===== config.mk =====
export PLATFORM = sky130hd
export DESIGN_NAME = base64_encoder_unit
export DESIGN_NICKNAME = d
export VERILOG_FILES = /design/src/rtl/b64e_pkg.sv /design/src/rtl/b64e_front.sv /design/src/rtl/b64e_queue.sv /design/src/rtl/b64e_back.sv /design/src/rtl/base64_encoder_unit.sv
export SDC_FILE = /design/constraint.sdc
export NUM_CORES = 1
export LEC_CHECK = 0
export BUFFER_PORTS_ARGS = -buffer_cell sky130_fd_sc_hd__buf_2
export CORE_UTILIZATION = 45
export CTS_CLUSTER_SIZE = 28
export DETAILED_ROUTE_END_ITERATION = 12
export PLACE_DENSITY_LB_ADDON = 0.1
export SYNTH_ARGS = -nofsm -noshare
export SYNTH_HDL_FRONTEND = slang
export SYNTH_SLANG_ARGS = --single-unit

===== constraint.sdc =====
create_clock -name i_clk -period 5.36 [get_ports i_clk]
set_input_delay 0.536 -clock i_clk [delete_from_list [all_inputs] [get_ports i_clk]]
set_output_delay 0.536 -clock i_clk [all_outputs]
set_load 0.02 [all_outputs]

===== src/rtl/b64e_pkg.sv =====
package b64e_pkg;

    localparam int unsigned B64E_QUEUE_DEPTH = 2;
    localparam logic [7:0] PAD_CHAR = 8'h3D;

    typedef enum logic [1:0] {
        PHASE_FIRST  = 2'd0,
        PHASE_SECOND = 2'd1,
        PHASE_THIRD  = 2'd2
    } t_phase;

    typedef struct packed {
        logic [3:0][7:0] chars;
        logic [1:0]      last_idx;
        logic            last;
    } t_job;

    function automatic logic [7:0] b64_sym(input logic [5:0] six);
        logic [7:0] v;
        v = {2'b00, six};
        if (six < 6'd26) begin
            b64_sym = v + 8'd65;
        end else if (six < 6'd52) begin
            b64_sym = v + 8'd71;
        end else if (six < 6'd62) begin
            b64_sym = v - 8'd4;
        end else if (six == 6'd62) begin
            b64_sym = 8'h2B;
        end else begin
            b64_sym = 8'h2F;
        end
    endfunction

endpackage


===== src/rtl/b64e_front.sv =====
module b64e_front
    import b64e_pkg::*;
(
    input  logic       i_clk,
    input  logic       i_rst_n,
    input  logic       i_valid,
    input  logic [7:0] i_data_byte,
    input  logic       i_end_of_data,
    input  logic       i_full,
    output logic       o_push,
    output t_job       o_job
);

    t_phase     r_phase;
    t_phase     n_phase;
    logic [3:0] r_left;
    logic [3:0] n_left;

    assign o_push = i_valid && !i_full;

    always_comb begin
        n_phase = r_phase;
        n_left  = r_left;
        if (o_push) begin
            unique case (r_phase)
                PHASE_SECOND: begin
                    n_phase = PHASE_THIRD;
                    n_left  = i_data_byte[3:0];
                end
                PHASE_THIRD: begin
                    n_phase = PHASE_FIRST;
                    n_left  = 4'd0;
                end
                default: begin
                    n_phase = PHASE_SECOND;
                    n_left  = {2'b00, i_data_byte[1:0]};
                end
            endcase
            if (i_end_of_data) begin
                n_phase = PHASE_FIRST;
                n_left  = 4'd0;
            end
        end
    end

    always_comb begin
        o_job.chars    = {4{PAD_CHAR}};
        o_job.last     = i_end_of_data;
        o_job.last_idx = 2'd0;
        unique case (r_phase)
            PHASE_SECOND: begin
                o_job.chars[0] = b64_sym({r_left[1:0], i_data_byte[7:4]});
                o_job.chars[1] = b64_sym({i_data_byte[3:0], 2'b00});
                if (i_end_of_data) begin
                    o_job.last_idx = 2'd2;
                end
            end
            PHASE_THIRD: begin
                o_job.chars[0] = b64_sym({r_left, i_data_byte[7:6]});
                o_job.chars[1] = b64_sym(i_data_byte[5:0]);
                o_job.last_idx = 2'd1;
            end
            default: begin
                o_job.chars[0] = b64_sym(i_data_byte[7:2]);
                o_job.chars[1] = b64_sym({i_data_byte[1:0], 4'b0000});
                if (i_end_of_data) begin
                    o_job.last_idx = 2'd3;
                end
            end
        endcase
    end

    always_ff @(posedge i_clk) begin
        if (!i_rst_n) begin
            r_phase <= PHASE_FIRST;
            r_left  <= 4'd0;
        end else begin
            r_phase <= n_phase;
            r_left  <= n_left;
        end
    end

endmodule


===== src/rtl/b64e_queue.sv =====
module b64e_queue
    import b64e_pkg::*;
#(
    parameter int unsigned DEPTH = B64E_QUEUE_DEPTH
) (
    input  logic i_clk,
    input  logic i_rst_n,
    input  logic i_push,
    input  t_job i_job,
    input  logic i_pop,
    output t_job o_job,
    output logic o_empty,
    output logic o_full
);

    localparam int unsigned AW = (DEPTH > 1) ? $clog2(DEPTH) : 1;

    t_job          r_mem [DEPTH];
    logic [AW-1:0] r_wr_ptr;
    logic [AW-1:0] r_rd_ptr;
    logic [AW:0]   r_count;
    logic [AW-1:0] n_wr_ptr;
    logic [AW-1:0] n_rd_ptr;
    logic [AW:0]   n_count;

    assign o_empty = (r_count == '0);
    assign o_full  = (r_count == (AW + 1)'(DEPTH));
    assign o_job   = r_mem[r_rd_ptr];

    always_comb begin
        n_wr_ptr = r_wr_ptr;
        n_rd_ptr = r_rd_ptr;
        n_count  = r_count;
        if (i_push) begin
            n_wr_ptr = (r_wr_ptr == AW'(DEPTH - 1)) ? '0 : r_wr_ptr + 1'b1;
        end
        if (i_pop) begin
            n_rd_ptr = (r_rd_ptr == AW'(DEPTH - 1)) ? '0 : r_rd_ptr + 1'b1;
        end
        if (i_push && !i_pop) begin
            n_count = r_count + 1'b1;
        end else if (i_pop && !i_push) begin
            n_count = r_count - 1'b1;
        end
    end

    always_ff @(posedge i_clk) begin
        if (i_push) begin
            r_mem[r_wr_ptr] <= i_job;
        end
    end

    always_ff @(posedge i_clk) begin
        if (!i_rst_n) begin
            r_wr_ptr <= '0;
            r_rd_ptr <= '0;
            r_count  <= '0;
        end else begin
            r_wr_ptr <= n_wr_ptr;
            r_rd_ptr <= n_rd_ptr;
            r_count  <= n_count;
        end
    end

endmodule


===== src/rtl/b64e_back.sv =====
module b64e_back
    import b64e_pkg::*;
(
    input  logic       i_clk,
    input  logic       i_rst_n,
    input  logic       i_empty,
    input  t_job       i_job,
    output logic       o_pop,
    input  logic       i_stall,
    output logic       o_valid,
    output logic [7:0] o_out_char,
    output logic       o_last_char
);

    logic       r_valid;
    logic [7:0] r_char;
    logic       r_last;
    logic [1:0] r_idx;
    logic       n_valid;
    logic [1:0] n_idx;
    logic       load;
    logic       take;
    logic       job_done;

    assign load     = !r_valid || !i_stall;
    assign take     = load && !i_empty;
    assign job_done = (r_idx == i_job.last_idx);
    assign o_pop    = take && job_done;

    always_comb begin
        n_valid = load ? !i_empty : r_valid;
        n_idx   = r_idx;
        if (take) begin
            n_idx = job_done ? 2'd0 : r_idx + 2'd1;
        end
    end

    always_ff @(posedge i_clk) begin
        if (take) begin
            r_char <= i_job.chars[r_idx];
            r_last <= i_job.last && job_done;
        end
    end

    always_ff @(posedge i_clk) begin
        if (!i_rst_n) begin
            r_valid <= 1'b0;
            r_idx   <= 2'd0;
        end else begin
            r_valid <= n_valid;
            r_idx   <= n_idx;
        end
    end

    assign o_valid     = r_valid;
    assign o_out_char  = r_char;
    assign o_last_char = r_last;

endmodule


===== src/rtl/base64_encoder_unit.sv =====
// Streaming base64 encoder with the standard alphabet and '=' padding.
// Input channel: i_valid, o_stall, i_data_byte, i_end_of_data. A byte is taken
// at a clock edge with i_valid high and o_stall low. i_end_of_data marks the
// final byte of a message and flushes the partial group with its padding.
// Output channel: o_valid, i_stall, o_out_char, o_last_char. One ASCII character
// is delivered per accepted edge, and o_last_char flags the final character.
// Each byte turns into one to four characters held in a small queue. The
// first character of a byte passes through the queue and then the output
// register. The output register sends one character per cycle while the
// receiver does not stall, so the block sustains four characters for every
// three bytes. Bytes are taken every cycle until the queue of QUEUE_DEPTH
// entries fills.
// When the receiver stalls, the held character stays unchanged and the queue
// keeps accepting bytes until it is full, then o_stall rises.
// Reset clears the group position, the queue, and the output valid flag and
// character index, so o_valid and o_stall are low after reset.
module base64_encoder_unit
    import b64e_pkg::*;
#(
    parameter int unsigned QUEUE_DEPTH = B64E_QUEUE_DEPTH
) (
    input  logic       i_clk,
    input  logic       i_rst_n,
    input  logic       i_valid,
    output logic       o_stall,
    input  logic [7:0] i_data_byte,
    input  logic       i_end_of_data,
    output logic       o_valid,
    input  logic       i_stall,
    output logic [7:0] o_out_char,
    output logic       o_last_char
);

    t_job front_job;
    t_job head_job;
    logic push;
    logic pop;
    logic q_empty;
    logic q_full;

    assign o_stall = q_full;

    b64e_front u_front (
        .i_clk         (i_clk),
        .i_rst_n       (i_rst_n),
        .i_valid       (i_valid),
        .i_data_byte   (i_data_byte),
        .i_end_of_data (i_end_of_data),
        .i_full        (q_full),
        .o_push        (push),
        .o_job         (front_job)
    );

    b64e_queue #(
        .DEPTH (QUEUE_DEPTH)
    ) u_queue (
        .i_clk   (i_clk),
        .i_rst_n (i_rst_n),
        .i_push  (push),
        .i_job   (front_job),
        .i_pop   (pop),
        .o_job   (head_job),
        .o_empty (q_empty),
        .o_full  (q_full)
    );

    b64e_back u_back (
        .i_clk       (i_clk),
        .i_rst_n     (i_rst_n),
        .i_empty     (q_empty),
        .i_job       (head_job),
        .o_pop       (pop),
        .i_stall     (i_stall),
        .o_valid     (o_valid),
        .o_out_char  (o_out_char),
        .o_last_char (o_last_char)
    );

endmodule


==> flow_summary.ini <==
[final_layout]
antenna_cells = 0
multi_input_area_um2 = 2310
final_nets = 476
drive_gt1_frac = 0.119
final_cells = 555
fillerInstances = 853
area_growth_pct = 8.47
fin_util = 0.500
seqCellArea_um2 = 1690

[synthesis]
synthDistinctLibCells = 56
synth_edf_count = 47
synth.area.top_cells = edfxtp_1 (33%), ha_1 (7.1%), dfxtp_1 (6.6%), mux4_1 (5.0%), a21oi_1 (3.7%)
avgSynthCellArea_um2 = 9.75
synth_top_area_cell = edfxtp_1
ys_async_sr_fraction = 0
synth_common_cells = edfxtp_1 (47), nand2_1 (36), a21oi_1 (31), ha_1 (24), inv_1 (22)
seq_area_frac_synth = 0.399
synth_area_um2 = 4240
synth_flop_cell = edfxtp_1
synth.most_common_cell = edfxtp_1
synth_top_area_share = 0.333
synthCells = 435
ys_seq_elements = 61
synth_fp_nets = 472
ys_warn_count = 0

[worst_setup_path]
cp_cell_sequence = inv_1 -> ha_1 -> nand3b_2 -> mux2i_1 -> o221ai_1 -> a21oi_1 -> or3_1
startpoint = u_front.r_left[0]
rr_startpoint = u_front.r_left[0]
slowest_delay_ps = 680
cp_data_required_time_ps = 5430
crit_family = simple AND/OR/NAND/NOR gates
cp_num_buf_inv = 1
endpoint_kind = flop
critical-path-slowest-cell = dfxtp_1
critical_path_arrival_ps = 2760
crit_fanout = 14
startpoint_type = flop
critPathKind = flop to flop

[floorplanning]
die_w_um = 99.1
initial_core_util = 0.461
io_pins = 24
core_area_um2 = 9200
fp-row-count = 35
die_y_um = 99.1
dieArea_um2 = 9810

[global_routing]
overflow = 0
grt_max_degree = 22
grt_pass1_vias = 3274
track_usage = 0.216
antenna_found_initial = 0
grt_pass1_wl_um = 16400

[power]
p_leak_nw = 1.68
ir_drop_mv = 0.162
power_density_nw_per_um2 = 372
total_power_mw = 1.71

[min_path]
min_from = i_stall
hold_class = input pin to flop

[status]
outcome = complete, no violations

[routing]
drtIter0Drc = 304
dr.pass1.iters = 4
wl_per_cell_um = 18.2
drc_errors = 0
num_vias = 3415
ant_nets = 0
drt_wl_total_um = 10100
vias_per_cell = 6.15

[placed_design]
hpwlAfterDp_um = 7270
place_inst = 539
pre_cts_ws_ps = 2510
finalWeightedCongestion = 0.920
port_buffers = 23

[timing]
fmax_mhz = 371
hold_viol = 0
timing.final.ws_setup_ps = 2670
max-slew-margin-rel = 0.578
skew_ps = 7.05
slew_violations = 0
tns_ps = 0
setup_violations = 0
min_period_over_period = 0.503
worstMarginPinSlew_ps = 626
rsz0062_at_grt = false
period_needed_ps = 2690

[cts]
clk_pin_slew_ps = 70
hold_buffers = 0
cts_root_buf = clkbuf_8
clock-sinks = 61
clock_path_buffers = 2
cts_resized = 0
cts_inserted_buffers = 9
cts_tree = built
cts_max_level = 3
insertion_delay_ps = 330
post-cts-setup-buffers = 0

[run]
drv_cap = 0
-- layer usage --
metal  up-vias  track usage  share of wire
met1      1617        0.285           0.44
met4         0        0.114          0.031
met3        23       0.0241          0.053
li1       1640            -              -
met2       135        0.351           0.48
met5         -            0              0
-- worst min-delay path, delay by kind of cell --
kind	cells	cell delay (ps)
and+or+nand+nor	1	60
AOI/OAI and AO/OA	1	80
buffers and inverters	1	90
-- placed cells by master, fill, tap and decap left out, types with 8 or more instances in the layout --
cell type  netlist  layout
ha_1            24      24
nand4_1          8       8
nor2b_1         14      14
clkbuf_8         0      10
nor2_1          17      17
dfxtp_1         14      14
o211ai_1         8       8
a31oi_1          9       9
nand2_1         36      36
o21ai_0         19      19
buf_2            7      23
xnor2_1         17      17
mux4_1           8       8
mux2i_1          8       8
inv_1           22      22
nand3_1         17      17
a21oi_1         31      31
edfxtp_1        47      47
-- stage by stage --
stage / area [µm²] / hold slack [ps]
after floorplan: 4240 / 479
after global placement: 4370 / 473
after detailed placement: 4370 / 507
after CTS: 4600 / 470
after global routing: 4600 / 477
final: 4600 / 486
-- cells by family (layout without fill, tap and decap cells) --
logic type | after synthesis | in the layout | synth area share
adders and majority gates | 24 | 24 | 0.0708
muxes | 18 | 18 | 0.0738
DFF | 61 | 61 | 0.399
buffers and inverters | 56 | 65 | 0.0552
xor gates and xnor gates | 22 | 22 | 0.0454
and+or+nand+nor | 132 | 132 | 0.161
AOI/OAI and AO/OA | 122 | 122 | 0.194
-- where the power goes --
group          switching (mW)  internal (mW)
combinational           0.307          0.230
clock                   0.160          0.283
sequential             0.0708          0.658
total                   0.538           1.17
-- sequential cells by signal, summed over array words and instances (netlist names), named ones only --
name,count
u_back.o_last_char,1
u_back.o_out_char,8
u_back.o_valid,1
u_back.r_idx,2
u_front.r_left,4
u_front.r_phase,2
u_queue.r_count,2
u_queue.r_mem,38
u_queue.r_rd_ptr,1
u_queue.r_wr_ptr,1
-- worst paths after layout --
| check | to | slack (ps) | depth (start not counted) |
|---|---|---|---|
| setup / recovery | u_queue.r_mem[1][5] | 2670 | 7 |
| hold / removal | u_back.o_valid | 490 | 3 |
| setup reg to reg | u_queue.r_mem[1][5] | 2670 | 7 |
| hold reg to reg | u_queue.r_rd_ptr | 510 | 2 |
-- final cells by class --
class | count | share of cell area
clock buffers | 14 | 0.0424
well taps | 111 | 0.0302
flip-flops and latches | 61 | 0.368
multi-input cells | 318 | 0.503
inverters | 23 | 0.0188
repair buffers | 26 | 0.0299
clock inverters | 2 | 0.00762
(Power assumes the default switching activity.)
